**src/sv/opi_pkg.sv**
```systemverilog
// opi_pkg: shared constants, types and the arctangent table of the pose integrator
// no dependencies; imported by odometry_pose_integrator_unit and opi_checker
package opi_pkg;

	// angle quantization and rotation step count
	localparam int ANGLE_BITS     = 16;
	localparam int ROTATION_STEPS = 16;
	localparam int TABLE_LEN      = 24;
	localparam int STEPS          = (ROTATION_STEPS > TABLE_LEN) ? TABLE_LEN : ROTATION_STEPS;
	localparam int ANGLE_SH       = 32 - ANGLE_BITS;
	localparam int CNT_W          = $clog2(STEPS);

	// datapath widths
	localparam int POS_W  = 32;
	localparam int VEC_W  = 36;
	localparam int HALF_W = VEC_W / 2;
	localparam int ANG_W  = 34;
	localparam int GAIN_W = 31;
	localparam int PROD_W = HALF_W + 1 + GAIN_W;
	localparam int ACC_W  = 66;
	localparam int OUT_SH = 38;
	localparam int ROT_W  = ACC_W - OUT_SH;

	// inverse cordic gain, q30
	localparam logic signed [GAIN_W-1:0] INV_GAIN = 31'sh26DD3B6A;
	localparam logic signed [ACC_W-1:0]  ACC_ROUND = ACC_W'(64'sd1 <<< (OUT_SH - 1));

	// angles in 2^-32 turn
	localparam logic [ANG_W-1:0]        ANG_MASK = ~ANG_W'((64'd1 << ANGLE_SH) - 64'd1);
	localparam logic signed [ANG_W-1:0] QUARTER  = ANG_W'(64'sd1 <<< 30);
	localparam logic signed [ANG_W-1:0] HALF     = ANG_W'(64'sd1 <<< 31);

	typedef enum logic [1:0] {
		ST_IDLE,
		ST_ROT,
		ST_SCALE,
		ST_DONE
	} opi_state_t;

	// gain multiply phases: low and high halves of x, then of y
	typedef enum logic [2:0] {
		PH_X_LO,
		PH_X_HI,
		PH_Y_LO,
		PH_Y_HI,
		PH_Y_SUM
	} opi_phase_t;

	// atan(2^-i) in 2^-32 turn, rounded half up to ANGLE_BITS bits of a turn
	function automatic logic signed [ANG_W-1:0] atan_step(input logic [CNT_W-1:0] idx);
		logic [32:0] raw;
		logic [32:0] rnd;
		case (int'(idx))
			0:       raw = 33'h020000000;
			1:       raw = 33'h012E4051E;
			2:       raw = 33'h009FB385B;
			3:       raw = 33'h0051111D4;
			4:       raw = 33'h0028B0D43;
			5:       raw = 33'h00145D7E1;
			6:       raw = 33'h000A2F61E;
			7:       raw = 33'h000517C55;
			8:       raw = 33'h00028BE53;
			9:       raw = 33'h000145F2F;
			10:      raw = 33'h0000A2F98;
			11:      raw = 33'h0000517CC;
			12:      raw = 33'h000028BE6;
			13:      raw = 33'h0000145F3;
			14:      raw = 33'h00000A2FA;
			15:      raw = 33'h00000517D;
			16:      raw = 33'h0000028BE;
			17:      raw = 33'h00000145F;
			18:      raw = 33'h000000A30;
			19:      raw = 33'h000000518;
			20:      raw = 33'h00000028C;
			21:      raw = 33'h000000146;
			22:      raw = 33'h0000000A3;
			23:      raw = 33'h000000051;
			default: raw = 33'h000000000;
		endcase
		rnd = raw + (33'd1 << (ANGLE_SH - 1));
		rnd = (rnd >> ANGLE_SH) << ANGLE_SH;
		return ANG_W'(rnd);
	endfunction

endpackage

```
**src/sv/odometry_pose_integrator_unit.sv**
```systemverilog
// odometry_pose_integrator_unit: planar dead-reckoning pose integrator, top level
// depends on opi_pkg; one shared cordic shift-add unit and one 19x31 multiplier
// one step at a time: the cordic loop and then four passes through the shared gain
// multiplier finish before the next input beat is taken; in_ready is low meanwhile
// reset: arst_n clears the pose to the origin, the sequencer to idle and out_valid
module odometry_pose_integrator_unit
	import opi_pkg::*;
(
	input  logic                    clk,
	input  logic                    arst_n,
	input  logic                    in_valid,
	output logic                    in_ready,
	input  logic                    restart,
	input  logic signed [23:0]      delta_x,
	input  logic signed [23:0]      delta_y,
	input  logic signed [15:0]      delta_heading,
	output logic                    out_valid,
	input  logic                    out_ready,
	output logic signed [POS_W-1:0] pose_x,
	output logic signed [POS_W-1:0] pose_y,
	output logic signed [15:0]      pose_heading,
	output logic                    saturated
);

	// sequencer
	opi_state_t state_q, state_d;
	logic [CNT_W-1:0] step_q;
	opi_phase_t       ph_q;

	// global pose
	logic signed [POS_W-1:0] gx_q, gy_q;
	logic signed [15:0]      heading_q;
	logic signed [15:0]      dh_q;

	// cordic vector and residual angle
	logic signed [VEC_W-1:0] x_q, y_q;
	logic signed [ANG_W-1:0] z_q;

	// gain multiply
	logic signed [HALF_W:0]   mul_op;
	logic signed [PROD_W-1:0] mul_prod;
	logic signed [PROD_W-1:0] p_q;
	logic signed [ACC_W-1:0]  acc_q;
	logic signed [ROT_W-1:0]  rx_q;
	logic signed [ROT_W-1:0]  ry;

	// output beat register
	logic                    out_valid_q;
	logic signed [POS_W-1:0] pose_x_q, pose_y_q;
	logic signed [15:0]      pose_heading_q;
	logic                    saturated_q;

	// handshake strobes
	logic accept;
	logic load_out;

	// start of rotation: quantized heading and half-turn fold
	logic signed [15:0]      h_start;
	logic signed [ANG_W-1:0] z_raw, z_quant, z_start;
	logic signed [VEC_W-1:0] dx_ext, dy_ext, x_start, y_start;

	// one cordic micro-rotation
	logic signed [VEC_W-1:0] xs, ys;
	logic signed [ANG_W-1:0] a_step;

	// saturating position update
	logic signed [POS_W:0]   sum_x, sum_y;
	logic                    clip_x, clip_y;
	logic signed [POS_W-1:0] new_x, new_y;

	// ---------------------------------------------------------------------
	// sequencer: idle -> rot -> scale (5 phases) -> done
	// ---------------------------------------------------------------------
	always_ff @(posedge clk or negedge arst_n) begin
		if (!arst_n) begin
			state_q <= ST_IDLE;
		end else begin
			state_q <= state_d;
		end
	end

	always_comb begin
		state_d  = state_q;
		accept   = 1'b0;
		load_out = 1'b0;
		in_ready = 1'b0;
		unique case (state_q)
			ST_IDLE: begin
				in_ready = 1'b1;
				if (in_valid) begin
					accept  = 1'b1;
					state_d = ST_ROT;
				end
			end
			ST_ROT: begin
				if (step_q == CNT_W'(STEPS - 1)) begin
					state_d = ST_SCALE;
				end
			end
			ST_SCALE: begin
				if (ph_q == PH_Y_SUM) begin
					state_d = ST_DONE;
				end
			end
			ST_DONE: begin
				// hold the finished result until the output register frees up
				if (!out_valid_q || out_ready) begin
					load_out = 1'b1;
					state_d  = ST_IDLE;
				end
			end
			default: state_d = ST_IDLE;
		endcase
	end

	always_ff @(posedge clk or negedge arst_n) begin
		if (!arst_n) begin
			step_q <= '0;
			ph_q   <= PH_X_LO;
		end else begin
			if (accept) begin
				step_q <= '0;
			end else if (state_q == ST_ROT) begin
				step_q <= step_q + CNT_W'(1);
			end
			if (state_q != ST_SCALE) begin
				ph_q <= PH_X_LO;
			end else begin
				unique case (ph_q)
					PH_X_LO: ph_q <= PH_X_HI;
					PH_X_HI: ph_q <= PH_Y_LO;
					PH_Y_LO: ph_q <= PH_Y_HI;
					PH_Y_HI: ph_q <= PH_Y_SUM;
					default: ph_q <= PH_X_LO;
				endcase
			end
		end
	end

	// ---------------------------------------------------------------------
	// rotation setup on the input beat
	// ---------------------------------------------------------------------
	// restart rotates from heading zero
	assign h_start = restart ? 16'sd0 : heading_q;
	// heading in 2^-32 turn, low bits cleared down to ANGLE_BITS of a turn
	assign z_raw   = {{(ANG_W - 32){h_start[15]}}, h_start, 16'h0000};
	assign z_quant = z_raw & ANG_MASK;
	// robot-frame step scaled to q.8
	assign dx_ext  = {{(VEC_W - 32){delta_x[23]}}, delta_x, 8'h00};
	assign dy_ext  = {{(VEC_W - 32){delta_y[23]}}, delta_y, 8'h00};

	// fold angles beyond a quarter turn back by a half turn and negate the vector
	always_comb begin
		z_start = z_quant;
		x_start = dx_ext;
		y_start = dy_ext;
		priority if (z_quant > QUARTER) begin
			z_start = z_quant - HALF;
			x_start = -dx_ext;
			y_start = -dy_ext;
		end else if (z_quant < -QUARTER) begin
			z_start = z_quant + HALF;
			x_start = -dx_ext;
			y_start = -dy_ext;
		end
	end

	// ---------------------------------------------------------------------
	// shared cordic unit: one micro-rotation per cycle
	// ---------------------------------------------------------------------
	// arithmetic shift gives the floor of the division by 2^i
	assign xs     = x_q >>> step_q;
	assign ys     = y_q >>> step_q;
	assign a_step = atan_step(step_q);

	always_ff @(posedge clk) begin
		if (accept) begin
			x_q <= x_start;
			y_q <= y_start;
			z_q <= z_start;
		end else if (state_q == ST_ROT) begin
			if (!z_q[ANG_W-1]) begin
				x_q <= x_q - ys;
				y_q <= y_q + xs;
				z_q <= z_q - a_step;
			end else begin
				x_q <= x_q + ys;
				y_q <= y_q - xs;
				z_q <= z_q + a_step;
			end
		end
	end

	// ---------------------------------------------------------------------
	// gain correction: each coordinate is split in halves, multiplied by the
	// inverse gain one half at a time, and summed with the rounding constant
	// ---------------------------------------------------------------------
	always_comb begin
		unique case (ph_q)
			PH_X_LO:  mul_op = {1'b0, x_q[HALF_W-1:0]};
			PH_X_HI:  mul_op = {x_q[VEC_W-1], x_q[VEC_W-1:HALF_W]};
			PH_Y_LO:  mul_op = {1'b0, y_q[HALF_W-1:0]};
			PH_Y_HI:  mul_op = {y_q[VEC_W-1], y_q[VEC_W-1:HALF_W]};
			default:  mul_op = '0;
		endcase
	end

	assign mul_prod = mul_op * INV_GAIN;

	always_ff @(posedge clk) begin
		if (state_q == ST_SCALE) begin
			p_q <= mul_prod;
			unique case (ph_q)
				PH_X_LO: begin
				end
				PH_X_HI: begin
					acc_q <= ACC_ROUND + ACC_W'(p_q);
				end
				PH_Y_LO: begin
					acc_q <= acc_q + (ACC_W'(p_q) <<< HALF_W);
				end
				PH_Y_HI: begin
					// x product complete: keep its rounded top bits
					rx_q  <= acc_q[ACC_W-1:OUT_SH];
					acc_q <= ACC_ROUND + ACC_W'(p_q);
				end
				PH_Y_SUM: begin
					acc_q <= acc_q + (ACC_W'(p_q) <<< HALF_W);
				end
				default: begin
				end
			endcase
		end
	end

	assign ry = acc_q[ACC_W-1:OUT_SH];

	// ---------------------------------------------------------------------
	// saturating accumulate into the global position
	// ---------------------------------------------------------------------
	assign sum_x  = {gx_q[POS_W-1], gx_q} + (POS_W + 1)'(rx_q);
	assign sum_y  = {gy_q[POS_W-1], gy_q} + (POS_W + 1)'(ry);
	assign clip_x = sum_x[POS_W] != sum_x[POS_W-1];
	assign clip_y = sum_y[POS_W] != sum_y[POS_W-1];

	always_comb begin
		new_x = sum_x[POS_W-1:0];
		new_y = sum_y[POS_W-1:0];
		if (clip_x) begin
			new_x = sum_x[POS_W] ? {1'b1, {(POS_W - 1){1'b0}}} : {1'b0, {(POS_W - 1){1'b1}}};
		end
		if (clip_y) begin
			new_y = sum_y[POS_W] ? {1'b1, {(POS_W - 1){1'b0}}} : {1'b0, {(POS_W - 1){1'b1}}};
		end
	end

	// global pose: cleared on a restart beat, updated when the result is loaded
	always_ff @(posedge clk or negedge arst_n) begin
		if (!arst_n) begin
			gx_q      <= '0;
			gy_q      <= '0;
			heading_q <= '0;
		end else if (accept && restart) begin
			gx_q      <= '0;
			gy_q      <= '0;
			heading_q <= '0;
		end else if (load_out) begin
			gx_q      <= new_x;
			gy_q      <= new_y;
			heading_q <= heading_q + dh_q;
		end
	end

	always_ff @(posedge clk) begin
		if (accept) begin
			dh_q <= delta_heading;
		end
	end

	// ---------------------------------------------------------------------
	// output register
	// ---------------------------------------------------------------------
	always_ff @(posedge clk or negedge arst_n) begin
		if (!arst_n) begin
			out_valid_q <= 1'b0;
		end else if (load_out) begin
			out_valid_q <= 1'b1;
		end else if (out_ready) begin
			out_valid_q <= 1'b0;
		end
	end

	always_ff @(posedge clk) begin
		if (load_out) begin
			pose_x_q       <= new_x;
			pose_y_q       <= new_y;
			pose_heading_q <= heading_q + dh_q;
			saturated_q    <= clip_x | clip_y;
		end
	end

	assign out_valid    = out_valid_q;
	assign pose_x       = pose_x_q;
	assign pose_y       = pose_y_q;
	assign pose_heading = pose_heading_q;
	assign saturated    = saturated_q;

endmodule

```
**config.mk**
```make
export PLATFORM = sky130hd
export DESIGN_NAME = odometry_pose_integrator_unit
export DESIGN_NICKNAME = d
export VERILOG_FILES = /design/src/sv/opi_pkg.sv /design/src/sv/odometry_pose_integrator_unit.sv
export SDC_FILE = /design/constraint.sdc
export NUM_CORES = 2
export LEC_CHECK = 0
export ABC_AREA = 1
export BUFFER_PORTS_ARGS = -buffer_cell sky130_fd_sc_hd__buf_2
export CORE_AREA = 2 2 398 400
export CTS_CLUSTER_SIZE = 8
export DETAILED_ROUTE_END_ITERATION = 8
export DIE_AREA = 0 0 400 402
export SKIP_CTS_REPAIR_TIMING = 1
export SKIP_LAST_GASP = 1
export SLEW_MARGIN = 10
export SYNTH_ARGS = -nofsm -noshare
export SYNTH_HDL_FRONTEND = slang
export SYNTH_SLANG_ARGS = --single-unit
```
**constraint.sdc**
```tcl
create_clock -name clk -period 14.97 [get_ports clk]
set_clock_uncertainty 0.1 [all_clocks]
set_input_delay 1.497 -clock clk [delete_from_list [all_inputs] [get_ports clk]]
set_output_delay 1.497 -clock clk [all_outputs]
set_load 0.05 [all_outputs]
```
==> results.md <==
- First-pass DRT Iterations: 9
- Max stage delay on crit path: 0.87 ns
- CP required: 15.28 ns
- Worst r2r src: ph_q[2]
- Num CTS Buffers: between 50 and 60
- Min Tclk post-route: around 8.6 ns
- WS Path Type: reg -> reg
- Initial antenna violation count: 14
- Die height: 402 µm
- Synthesized net count: 6794
- Post-Synthesis Cells: about 6.0k
- Share of cells above drive strength 1: 0.06210
- Async set-reset flop share out of synthesis: 0.2244
- Grt total ovfl: 0
- H-tree depth: 2
- Clock latency on the worst-skew pair: 0.67 ns
- Highest Clock Rate: 0.1165 GHz
- Slowest cell on crit path: o22ai_1
- Post-Route WL: ~160 mm
- CP delay by family, top: adder cells
- Largest area contributor in the netlist: edfxtp_1
- Top_reg_cell synth: edfxtp_1
- Critical path startpoint category: flip-flop
- R2R Setup Slk: 6.38 ns
- Hold_sp: gx_q[21]
- Final Max Slew Viols: 0
- Total negative slack: 0 ns
- Die area: 160800 µm²
- First-pass GRT wire length: 238.7 mm
- Post-synth top cells: nand2_1, inv_1, nand3_1
- Post-synth top area share: 0.2070
- Max Cap Violations: 0
- Area added between synthesis and finish: 10.36%
- Number of synthesized flops with an enable pin: 311
- Clock slew at reported path FFs: 0.05 ns
- Initial Util: 0.2872
- Netlist cell types: 66
- RSZ-0062 raised after global routing: false
- Routability cong.: just under 1
- Crit-path most repeated cell: inv_1
- Crit-path max FO: 17
- Avg Cell Area, Syn: 7.464 µm²
- Row Count: approximately 150
- CP endpoint kind: flip-flop
- Hold crit path type: reg -> reg
- Most common cell in the synthesized netlist: nand2_1
- Die width: around 400 µm
- Setup violations, final: 0
- Final HPWL DP: between 100 and 150 mm
- CTS root buf: clkbuf_16
- Area contributors post-synth: edfxtp_1, nand2_1, ha_1
- Hold Vio Cnt, Final: 0
- Clock Tree Buf Depth: 3
- Number of global-route vias before repair: 40.30k
- FF+latch count, synth: about 400
- PortBufs: 151
- Pin count of the biggest net entering global routing: 78
- Worst-Margin Slew: between 1 and 1.5 ns
- Number of I/O pins: approximately 150
- Worst Path Buf+Inv: 11
- Number of warnings issued by yosys: 0
- Critical Path Start: ph_q[2]
- CTS tree: yes
- Crit path arrival time: approximately 9 ns
- Clk sinks: between 400 and 500
- Post-Syn Area: 45120 µm²
- Outcome: completed
- DRC errors left: 0
- Routed WL per cell: 18.95 µm
- Layout Nets: a little under 7k
- Register area share after synthesis: 0.2569
- DR iter-0 viols: ~3.5k
- Fin crit share: 0.5735
- GR Util All Layers: 0.1905
- Via density: 5.062
- Detailed-route via count: about 42k
- Core Region: about 160000 µm²
- Slew margin rel.: 0.2117
- Post-route ant nets: 0
## area by class of cell
class / instances / area, µm²
Clock inverter: 7 / 97.59
Sequential cell: 401 / 11600
Clock buffer: 103 / 1650
Inverter: 849 / 3198
Timing Repair Buffer: 181 / 983.4
Antenna cell: 6 / 15.01
Fill cell: 16910 / 107300
Multi-Input combinational cell: 4659 / 29660
Tap cell: 2072 / 2592
## registers in the layout, summed over array words and instances, names as in the netlist, 16 cells and up
register	flops
p_q	49
acc_q	47
x_q	36
y_q	36
gx_q	32
gy_q	32
pose_x	32
pose_y	32
rx_q	28
z_q	18
dh_q	16
heading_q	16
pose_heading	16
## worst min-delay path, stage by stage, from the launching register on
cell	delay [ns]
dfrtp_1	0.34
nand2_1	0.05
nand2_1	0.06
## layer usage
metal  GRT usage  vias up  part of all wire
met5           0        -          0.000045
li1            -    20350                 -
met1      0.2649    19780              0.45
met3     0.02559      266             0.067
met2      0.3039     1504              0.45
met4     0.06071        2             0.035
## final timing paths
check	to	cells after the start
min reg2reg	gx_q[21]	2
max reg2reg	p_q[37]	32
max in group asynchronous	step_q[1]	2
min	gx_q[21]	2
max	p_q[37]	32
min in group asynchronous	gx_q[2]	1
## cell families (layout without fill, tap and decap cells)
kind of cell    count (synthesis)  count (layout)  share of synthesized area
simple gates                 2748            2748                     0.2568
compound gates                990             990                     0.1261
buf+inv                       985            1140                    0.08633
fa+ha+maj                     680             680                     0.2263
flops                         401             401                     0.2569
xor+xnor                      241             241                    0.04753
other cells                     0               6                          0
## placed cells by master, fill, tap and decap left out, types with 58 or more instances in the layout
cell type | synthesis | routed
a21oi_1 | 376 | 376
a31oi_1 | 67 | 67
buf_2 | 35 | 150
clkbuf_16 | 0 | 58
dfrtp_1 | 90 | 86
edfxtp_1 | 311 | 311
fa_1 | 227 | 227
ha_1 | 453 | 452
inv_1 | 829 | 827
nand2_1 | 1511 | 1509
nand3_1 | 569 | 569
nor2_1 | 461 | 459
o21ai_0 | 302 | 302
xnor2_1 | 80 | 80
xor2_1 | 158 | 158
## through the flow
stage          instance area (µm²)  std cells    util  hold slack [ns]  setup slack, ns
6_report                     49800       8278  0.3170           0.3860            6.384
5_1_grt                      49800       8278  0.3170           0.4064            5.901
4_1_cts                      49780       8272  0.3169           0.3867            6.433
3_5_place_dp                 48030       8162  0.3057           0.3740            6.448
3_3_place_gp                 48030       8162  0.3057           0.3697            6.571
2_1_floorplan                45120       6045       -           0.3553            7.568
Power is not shown: default switching activity piles up to over one toggle a cycle in this logic, so the estimate is an artifact.
